===== config.mk =====
export PLATFORM = sky130hd
export DESIGN_NAME = rgb_clear_normalize_classify
export DESIGN_NICKNAME = d
export VERILOG_FILES = /design/src/hdl/rgbcn_pkg.sv /design/src/hdl/rgb_clear_normalize_classify.sv
export SDC_FILE = /design/constraint.sdc
export NUM_CORES = 2
export LEC_CHECK = 0
export BUFFER_PORTS_ARGS = -buffer_cell sky130_fd_sc_hd__buf_4
export CORE_ASPECT_RATIO = 0.9
export CORE_MARGIN = 3
export CORE_UTILIZATION = 40
export DETAILED_ROUTE_END_ITERATION = 6
export HOLD_SLACK_MARGIN = 0.06
export PLACE_DENSITY = 0.53
export RECOVER_POWER = 50
export REMOVE_ABC_BUFFERS = 1
export SKIP_LAST_GASP = 1
export SYNTH_ARGS = -nofsm -noshare
export SYNTH_HDL_FRONTEND = slang
export SYNTH_SLANG_ARGS = --single-unit

===== constraint.sdc =====
create_clock -name clk -period 9.5 [get_ports clk]
set_input_delay 1.425 -clock clk [delete_from_list [all_inputs] [get_ports clk]]
set_output_delay 1.425 -clock clk [all_outputs]
set_load 0.005 [all_outputs]

===== src/hdl/rgbcn_pkg.sv =====
// Types, constants and the divider step for the color normalizer.
package rgbcn_pkg;

    localparam int NUM_CH          = 3;
    localparam int DIV_STAGES      = 4;
    localparam int STEPS_PER_STAGE = 2;
    localparam int LATENCY         = DIV_STAGES + 2;

    localparam logic [7:0] LEVEL_MAX = 8'd255;

    localparam logic [15:0] MIN_RAW_RESET      = 16'd0;
    localparam logic [15:0] BLUE_MIN_RAW_RESET = 16'd2;

    localparam logic REG_MIN_RAW      = 1'b0;
    localparam logic REG_BLUE_MIN_RAW = 1'b1;

    localparam int CH_RED   = 0;
    localparam int CH_GREEN = 1;
    localparam int CH_BLUE  = 2;

    typedef enum logic [1:0] {
        CLASS_NONE  = 2'd0,
        CLASS_RED   = 2'd1,
        CLASS_GREEN = 2'd2,
        CLASS_BLUE  = 2'd3
    } color_class_t;

    // partial remainder, dividend bits not yet shifted in, quotient so far
    typedef struct packed {
        logic [15:0] rem;
        logic [7:0]  low;
        logic [7:0]  quo;
    } div_lane_t;

    // one restoring division step
    function automatic div_lane_t div_step(div_lane_t cur, logic [15:0] divisor);
        div_lane_t   nxt;
        logic [16:0] trial;
        logic [16:0] diff;
        trial = {cur.rem, cur.low[7]};
        diff = trial - {1'b0, divisor};
        nxt.low = {cur.low[6:0], 1'b0};
        if (trial >= {1'b0, divisor})
        begin
            nxt.rem = diff[15:0];
            nxt.quo = {cur.quo[6:0], 1'b1};
        end
        else
        begin
            nxt.rem = trial[15:0];
            nxt.quo = {cur.quo[6:0], 1'b0};
        end
        return nxt;
    endfunction

endpackage


===== src/hdl/rgb_clear_normalize_classify.sv =====
// Color reading normalizer and classifier, pipelined top level.
// Results strobe on done after the input register, the four divider stage registers and the output register.
// Throughput: one reading per cycle; busy is always low, results cannot be held off.
// Depth is set by the 8-bit quotient, two restoring steps in each of four stages.
// Reset clears the pipeline valid bits and loads the threshold registers.
module rgb_clear_normalize_classify (
    input  logic        clk,
    input  logic        rst_n,
    input  logic        start,
    output logic        busy,
    input  logic [15:0] red_raw,
    input  logic [15:0] green_raw,
    input  logic [15:0] blue_raw,
    input  logic [15:0] clear_raw,
    output logic        done,
    output logic [7:0]  red_level,
    output logic [7:0]  green_level,
    output logic [7:0]  blue_level,
    output logic [1:0]  color_class,
    input  logic        psel,
    input  logic        penable,
    input  logic        pwrite,
    input  logic [2:0]  paddr,
    input  logic [31:0] pwdata,
    output logic [31:0] prdata,
    output logic        pready
);
    import rgbcn_pkg::*;

    logic [15:0] min_raw_reg;
    logic [15:0] blue_min_raw_reg;

    logic                valid_reg   [0:DIV_STAGES];
    logic [15:0]         divisor_reg [0:DIV_STAGES];
    logic                zero_reg    [0:DIV_STAGES];
    logic [NUM_CH-1:0]   sat_reg     [0:DIV_STAGES];
    logic [NUM_CH-1:0]   pass_reg    [0:DIV_STAGES];
    div_lane_t           lane_reg    [0:DIV_STAGES][0:NUM_CH-1];
    div_lane_t           lane_next   [1:DIV_STAGES][0:NUM_CH-1];

    logic [15:0]         raw_in [0:NUM_CH-1];
    div_lane_t           lane_in [0:NUM_CH-1];
    logic [NUM_CH-1:0]   sat_in;
    logic [NUM_CH-1:0]   pass_in;

    logic                done_reg;
    logic [7:0]          level_reg [0:NUM_CH-1];
    logic [7:0]          level_next [0:NUM_CH-1];
    color_class_t        class_reg;
    color_class_t        class_next;

    logic accept;
    logic cfg_write;

    assign busy      = 1'b0;
    assign pready    = 1'b1;
    assign accept    = start && !busy;
    assign cfg_write = psel && penable && pwrite && pready;

    // configuration registers
    always_ff @(posedge clk or negedge rst_n)
    begin
        if (!rst_n)
        begin
            min_raw_reg      <= MIN_RAW_RESET;
            blue_min_raw_reg <= BLUE_MIN_RAW_RESET;
        end
        else if (cfg_write)
        begin
            case (paddr[2])
                REG_MIN_RAW:      min_raw_reg      <= pwdata[15:0];
                REG_BLUE_MIN_RAW: blue_min_raw_reg <= pwdata[15:0];
                default:          min_raw_reg      <= min_raw_reg;
            endcase
        end
    end

    always_comb
    begin
        case (paddr[2])
            REG_MIN_RAW:      prdata = {16'd0, min_raw_reg};
            REG_BLUE_MIN_RAW: prdata = {16'd0, blue_min_raw_reg};
            default:          prdata = 32'd0;
        endcase
    end

    // input stage: dividend raw*255, saturation and threshold tests
    assign raw_in[CH_RED]   = red_raw;
    assign raw_in[CH_GREEN] = green_raw;
    assign raw_in[CH_BLUE]  = blue_raw;

    always_comb
    begin
        logic [23:0] prod;
        for (int c = 0; c < NUM_CH; c++)
        begin
            prod = {raw_in[c], 8'd0} - {8'd0, raw_in[c]};
            lane_in[c].rem = prod[23:8];
            lane_in[c].low = prod[7:0];
            lane_in[c].quo = 8'd0;
            sat_in[c] = (raw_in[c] >= clear_raw);
        end
        pass_in[CH_RED]   = (red_raw > min_raw_reg);
        pass_in[CH_GREEN] = (green_raw > min_raw_reg);
        pass_in[CH_BLUE]  = (blue_raw > blue_min_raw_reg);
    end

    // divider stages
    always_comb
    begin
        div_lane_t tmp;
        for (int k = 1; k <= DIV_STAGES; k++)
        begin
            for (int c = 0; c < NUM_CH; c++)
            begin
                tmp = lane_reg[k-1][c];
                for (int s = 0; s < STEPS_PER_STAGE; s++)
                begin
                    tmp = div_step(tmp, divisor_reg[k-1]);
                end
                lane_next[k][c] = tmp;
            end
        end
    end

    always_ff @(posedge clk or negedge rst_n)
    begin
        if (!rst_n)
        begin
            for (int k = 0; k <= DIV_STAGES; k++)
            begin
                valid_reg[k] <= 1'b0;
            end
            done_reg <= 1'b0;
        end
        else
        begin
            valid_reg[0] <= accept;
            for (int k = 1; k <= DIV_STAGES; k++)
            begin
                valid_reg[k] <= valid_reg[k-1];
            end
            done_reg <= valid_reg[DIV_STAGES];
        end
    end

    always_ff @(posedge clk)
    begin
        if (accept)
        begin
            divisor_reg[0] <= clear_raw;
            zero_reg[0]    <= (clear_raw == 16'd0);
            sat_reg[0]     <= sat_in;
            pass_reg[0]    <= pass_in;
            for (int c = 0; c < NUM_CH; c++)
            begin
                lane_reg[0][c] <= lane_in[c];
            end
        end
        for (int k = 1; k <= DIV_STAGES; k++)
        begin
            if (valid_reg[k-1])
            begin
                divisor_reg[k] <= divisor_reg[k-1];
                zero_reg[k]    <= zero_reg[k-1];
                sat_reg[k]     <= sat_reg[k-1];
                pass_reg[k]    <= pass_reg[k-1];
                for (int c = 0; c < NUM_CH; c++)
                begin
                    lane_reg[k][c] <= lane_next[k][c];
                end
            end
        end
        if (valid_reg[DIV_STAGES])
        begin
            for (int c = 0; c < NUM_CH; c++)
            begin
                level_reg[c] <= level_next[c];
            end
            class_reg <= class_next;
        end
    end

    // final levels and classification
    always_comb
    begin
        for (int c = 0; c < NUM_CH; c++)
        begin
            if (zero_reg[DIV_STAGES])
            begin
                level_next[c] = 8'd0;
            end
            else if (sat_reg[DIV_STAGES][c])
            begin
                level_next[c] = LEVEL_MAX;
            end
            else
            begin
                level_next[c] = lane_reg[DIV_STAGES][c].quo;
            end
        end
        if (level_next[CH_RED] > level_next[CH_GREEN] &&
            level_next[CH_RED] > level_next[CH_BLUE] && pass_reg[DIV_STAGES][CH_RED])
        begin
            class_next = CLASS_RED;
        end
        else if (level_next[CH_GREEN] > level_next[CH_RED] &&
                 level_next[CH_GREEN] > level_next[CH_BLUE] &&
                 pass_reg[DIV_STAGES][CH_GREEN])
        begin
            class_next = CLASS_GREEN;
        end
        else if (level_next[CH_BLUE] > level_next[CH_RED] &&
                 level_next[CH_BLUE] > level_next[CH_GREEN] &&
                 pass_reg[DIV_STAGES][CH_BLUE])
        begin
            class_next = CLASS_BLUE;
        end
        else
        begin
            class_next = CLASS_NONE;
        end
    end

    assign done        = done_reg;
    assign red_level   = level_reg[CH_RED];
    assign green_level = level_reg[CH_GREEN];
    assign blue_level  = level_reg[CH_BLUE];
    assign color_class = class_reg;

endmodule


==> metrics.log <==
INFO  metric status = complete, but fails checks
INFO  metric failed_checks = capacitance limit, slew limit
INFO  metric sequential_cell_area = approximately 14000 um^2
INFO  metric gp_congestion = ~0.9
INFO  metric post-route-drc-count = 0
INFO  metric cts-resized-gates = 0
INFO  metric post_cts.repair.setup_buffers = 0
INFO  metric die_area = about 100000 um^2
INFO  metric fin_tns_setup = 0 ns
INFO  metric setup.worst_path.end_class = register
INFO  metric syn-cell-area = between 30000 and 40000 um^2
INFO  metric clock_insertion_delay_worst_skew = between 0.6 and 0.7 ns
INFO  metric final.setup_skew = roughly 0.027 ns
INFO  metric place.port_buffers = about 130
INFO  metric cts-htree-levels = 2
INFO  metric path_max_fanout = 17
INFO  metric route.detailed.wl_per_inst = approximately 20 um
INFO  metric required = roughly 9.9 ns
INFO  metric count_of_state_elements_after_synthesis = around 480
INFO  metric drt.antenna.violating_nets = 0
INFO  metric hpwlAfterDp = approximately 84000 um
INFO  metric largest_register_ff_count = ~310
INFO  metric synth_enable_flop_cells = roughly 440
INFO  metric p_leak = 18.2 nW
INFO  metric floorplan.initialDensity = 40.5%
INFO  metric area_taken_by_multi_input_logic_gates = 23700 um^2
INFO  metric rsz_0062_raised_after_global_routing = no
INFO  metric final_hold_viol_count = 0
INFO  metric ff2ff_setup_slack = between 2 and 3 ns
INFO  metric synth.distinct_cells = between 80 and 90
INFO  metric sequentialPowerShare = 21.9%
INFO  metric tritoncts_clock_tree = built
INFO  metric cts-hold-fix-buffers = 0
INFO  metric switching_power = about 7 mW
INFO  metric grt_start_max_net_pins = between 60 and 70
INFO  metric io-pin-count = 166
INFO  metric via_count = ~29000
INFO  metric netlist.area_leader.share = 33.5%
INFO  metric postLayoutSetupSlackWorst = between 2 and 3 ns
INFO  metric hold_path.startpoint = sat_reg[0][9]$_DFFE_PP_
INFO  metric power-per-cell-area = ~380 nW/um^2
INFO  metric synthToLayoutAreaGrowth = 11.2%
INFO  metric internal_power_consumption = between 9 and 10 mW
INFO  metric worstHoldPathCells = 0
INFO  metric count_of_antenna_diodes_in_the_layout = 0
INFO  metric crit_arrival = 7.18 ns
INFO  metric syn-instance-count = 3880
INFO  metric via_count_of_the_first_global_routing_pass = about 27000
INFO  metric drv_cap = 5
INFO  metric fillCellCount = slightly above 9000
INFO  metric largest_voltage_drop_on_the_vdd_net = 0.000171 V
INFO  metric largest_area_contributor_in_the_netlist = edfxtp_1
INFO  metric sink_of_the_worst_hold_path = sat_reg[0][12]$_DFFE_PP_
INFO  metric wl = 106000 um
INFO  metric synth_warnings = 0
INFO  metric via_per_inst = about 5.4
INFO  metric floorplan.die.width = roughly 340 um
INFO  metric timing.rr.start = divisor_reg[0][16]$_DFFE_PP_
INFO  metric final_nets = between 4000 and 5000
INFO  metric drt_first_iter_violations = 1586
INFO  metric yosys-top-cells-area = edfxtp_1 33%, ha_1 17%, mux2_2 7.2%, xnor2_1 4.9%, a21oi_1 3.7%
INFO  metric capturing_point_of_the_worst_reg2reg_path = lane_reg[2][56]$_DFFE_PP_
INFO  metric grtUsageMet1 = 28.2%
INFO  metric grtUsageMet2 = about a third
INFO  metric clock_power_share = a little over an eighth
INFO  metric synth_async_sr_flop_share = under 10%
INFO  metric final_layout_size_suffix_gt1_share = between 10% and 20%
INFO  metric setup-violations-final = 0
INFO  metric clk_pin_slew_worst_paths = 0.06 ns
INFO  metric hold_class = reg2reg
INFO  metric synthesis.area_per_instance = about 10 um^2
INFO  metric grt_busiest_layer = met2
INFO  metric core-area = approximately 97000 um^2
INFO  metric p_total = roughly 17 mW
INFO  metric cts.sinks = 475
INFO  metric worstSetupPathType = reg2reg
INFO  metric cts_root_buf = clkbuf_16
INFO  metric place_ws = between 2 and 3 ns
INFO  metric total_congestion_overflow = 0
INFO  metric power.combinational.fraction = approximately 65%
INFO  metric tightestPinTransition = 3.49 ns
INFO  metric switching_share = between 40% and 50%
INFO  metric detailedRoute.firstPassIterationCount = 5
INFO  metric dominantRegCellSynth = edfxtp_1
INFO  metric wire_length_of_the_first_global_routing_pass = roughly 160000 um
INFO  metric clk_buf_depth = 3
INFO  metric tritoncts_buffer_count = 56
INFO  metric row_count = about 110
INFO  metric globalRouteMet3Util = 2.70%
INFO  metric post-route-period-util = ~70%
INFO  metric mostFrequentLayoutCells = 531 x ha_1, 437 x edfxtp_1, 296 x inv_1
INFO  metric timing.critical_path.from_type = register
INFO  metric hold_ws = ~0.41 ns
INFO  metric fmaxAchievable = 147 MHz
INFO  metric gr-usage-all-layers = between 20% and 30%
INFO  metric grt_antenna_before_repair = 2
INFO  metric worst-r2r-cell-count = 19
INFO  metric slew-limit-headroom = -133%
INFO  metric final_common_cell = ha_1
INFO  metric share_of_synthesized_area_occupied_by_flip_flops_and_latches = roughly 36%
INFO  metric fin_crit = 6.81 ns
INFO  metric die_height = 303 um
INFO  metric final_max_tran_viols = 211
-- cell families (layout without fill, tap and decap cells) --
group                    count (synthesis)  in the layout  share of synthesized area [%]
AO/OA/AOI/OAI                          963            963                           15.7
XOR/XNOR                               327            327                           7.31
adder cells (fa/ha/maj)                552            552                           18.0
buffers and inverters                  367            573                           3.72
flip-flops                             475            475                           35.9
multiplexers                           280            280                           7.98
other                                    2             18                         0.0192
AND/OR/NAND/NOR                        914            914                           11.3
-- power groups by stage --
stage          clock network (mW)  registers, mW  logic, mW
2_1_floorplan                   0           3.55       8.62
3_3_place_gp                    0           3.71       10.8
3_5_place_dp                    0           3.71       10.8
4_1_cts                      2.25           3.68       10.9
5_1_grt                      2.33           3.73       12.2
6_report                     2.18           3.67       10.9
-- how the worst max path moves through the flow --
| stage | from | endpoint | slack [ns] | cells past startpoint |
|---|---|---|---|---|
| after floorplan | divisor_reg[0][24]$_DFFE_PP_ | lane_reg[2][81]$_DFFE_PP_ | 3.24 | 19 |
| after global placement | divisor_reg[0][35]$_DFFE_PP_ | lane_reg[3][83]$_DFFE_PP_ | 2.71 | 18 |
| after detailed placement | divisor_reg[0][26]$_DFFE_PP_ | lane_reg[2][56]$_DFFE_PP_ | 2.69 | 18 |
| after CTS | divisor_reg[0][26]$_DFFE_PP_ | lane_reg[2][56]$_DFFE_PP_ | 2.67 | 18 |
| after global routing | divisor_reg[0][35]$_DFFE_PP_ | lane_reg[3][83]$_DFFE_PP_ | 2.13 | 18 |
| final | divisor_reg[0][16]$_DFFE_PP_ | lane_reg[2][56]$_DFFE_PP_ | 2.69 | 19 |
-- metrics by stage --
| step | cells | util [%] | instance area [um^2] |
|---|---|---|---|
| detailed placement | 5263 | 43.2 | 41800 |
| floorplan | 3828 | - | 38900 |
| global placement | 5263 | 43.2 | 41800 |
| global route | 5367 | 45.0 | 43600 |
| CTS | 5367 | 45.1 | 43700 |
| finish | 5367 | 45.0 | 43600 |
-- metal layers --
layer | vias up | share of wire (%)
li1 | 14800 | -
met1 | 13300 | 48
met2 | 580 | 44
met3 | 145 | 3.9
met4 | 4 | 3.8
met5 | - | 0.022
-- critical path, stage by stage (launching register included) --
cell and delay (ns):
edfxtp_1 0.32, clkbuf_1 0.57, ha_1 0.30, nor2b_1 0.06, o31a_1 0.27, o211ai_1 0.21, a21oi_1 0.13, nor4_1 0.27
o21a_1 0.36, clkinv_1 0.50, mux2_2 0.47, ha_1 0.34, and3_1 0.25, a221o_1 0.31, a31oi_1 0.31, o21ai_0 0.22
nand3_1 0.14, a21boi_0 0.14, nor4b_4 0.93, mux2_2 0.43
-- layout make-up --
| class | count | share of cell area [%] |
|---|---|---|
| Clock inverter | 36 | 0.864 |
| Inverter | 299 | 2.58 |
| Multi-Input combinational cell | 3054 | 54.4 |
| Sequential cell | 475 | 32.3 |
| Tap cell | 1265 | 3.63 |
| Clock buffer | 68 | 3.46 |
| Timing Repair Buffer | 170 | 2.72 |
-- cells in the mapped netlist, types with 41 or more instances --
cell,number
a21o_1,114
nand3_1,72
nor3_1,79
a21oi_1,290
nand4_1,62
nand2b_1,46
nand2_1,195
o21ai_0,216
inv_1,296
nor2_1,272
xnor2_1,221
ha_1,531
o21a_1,73
clkbuf_1,41
o21bai_1,43
edfxtp_1,437
nor2b_1,54
xor2_1,106
mux2_2,249
(Power assumes the default switching activity.)
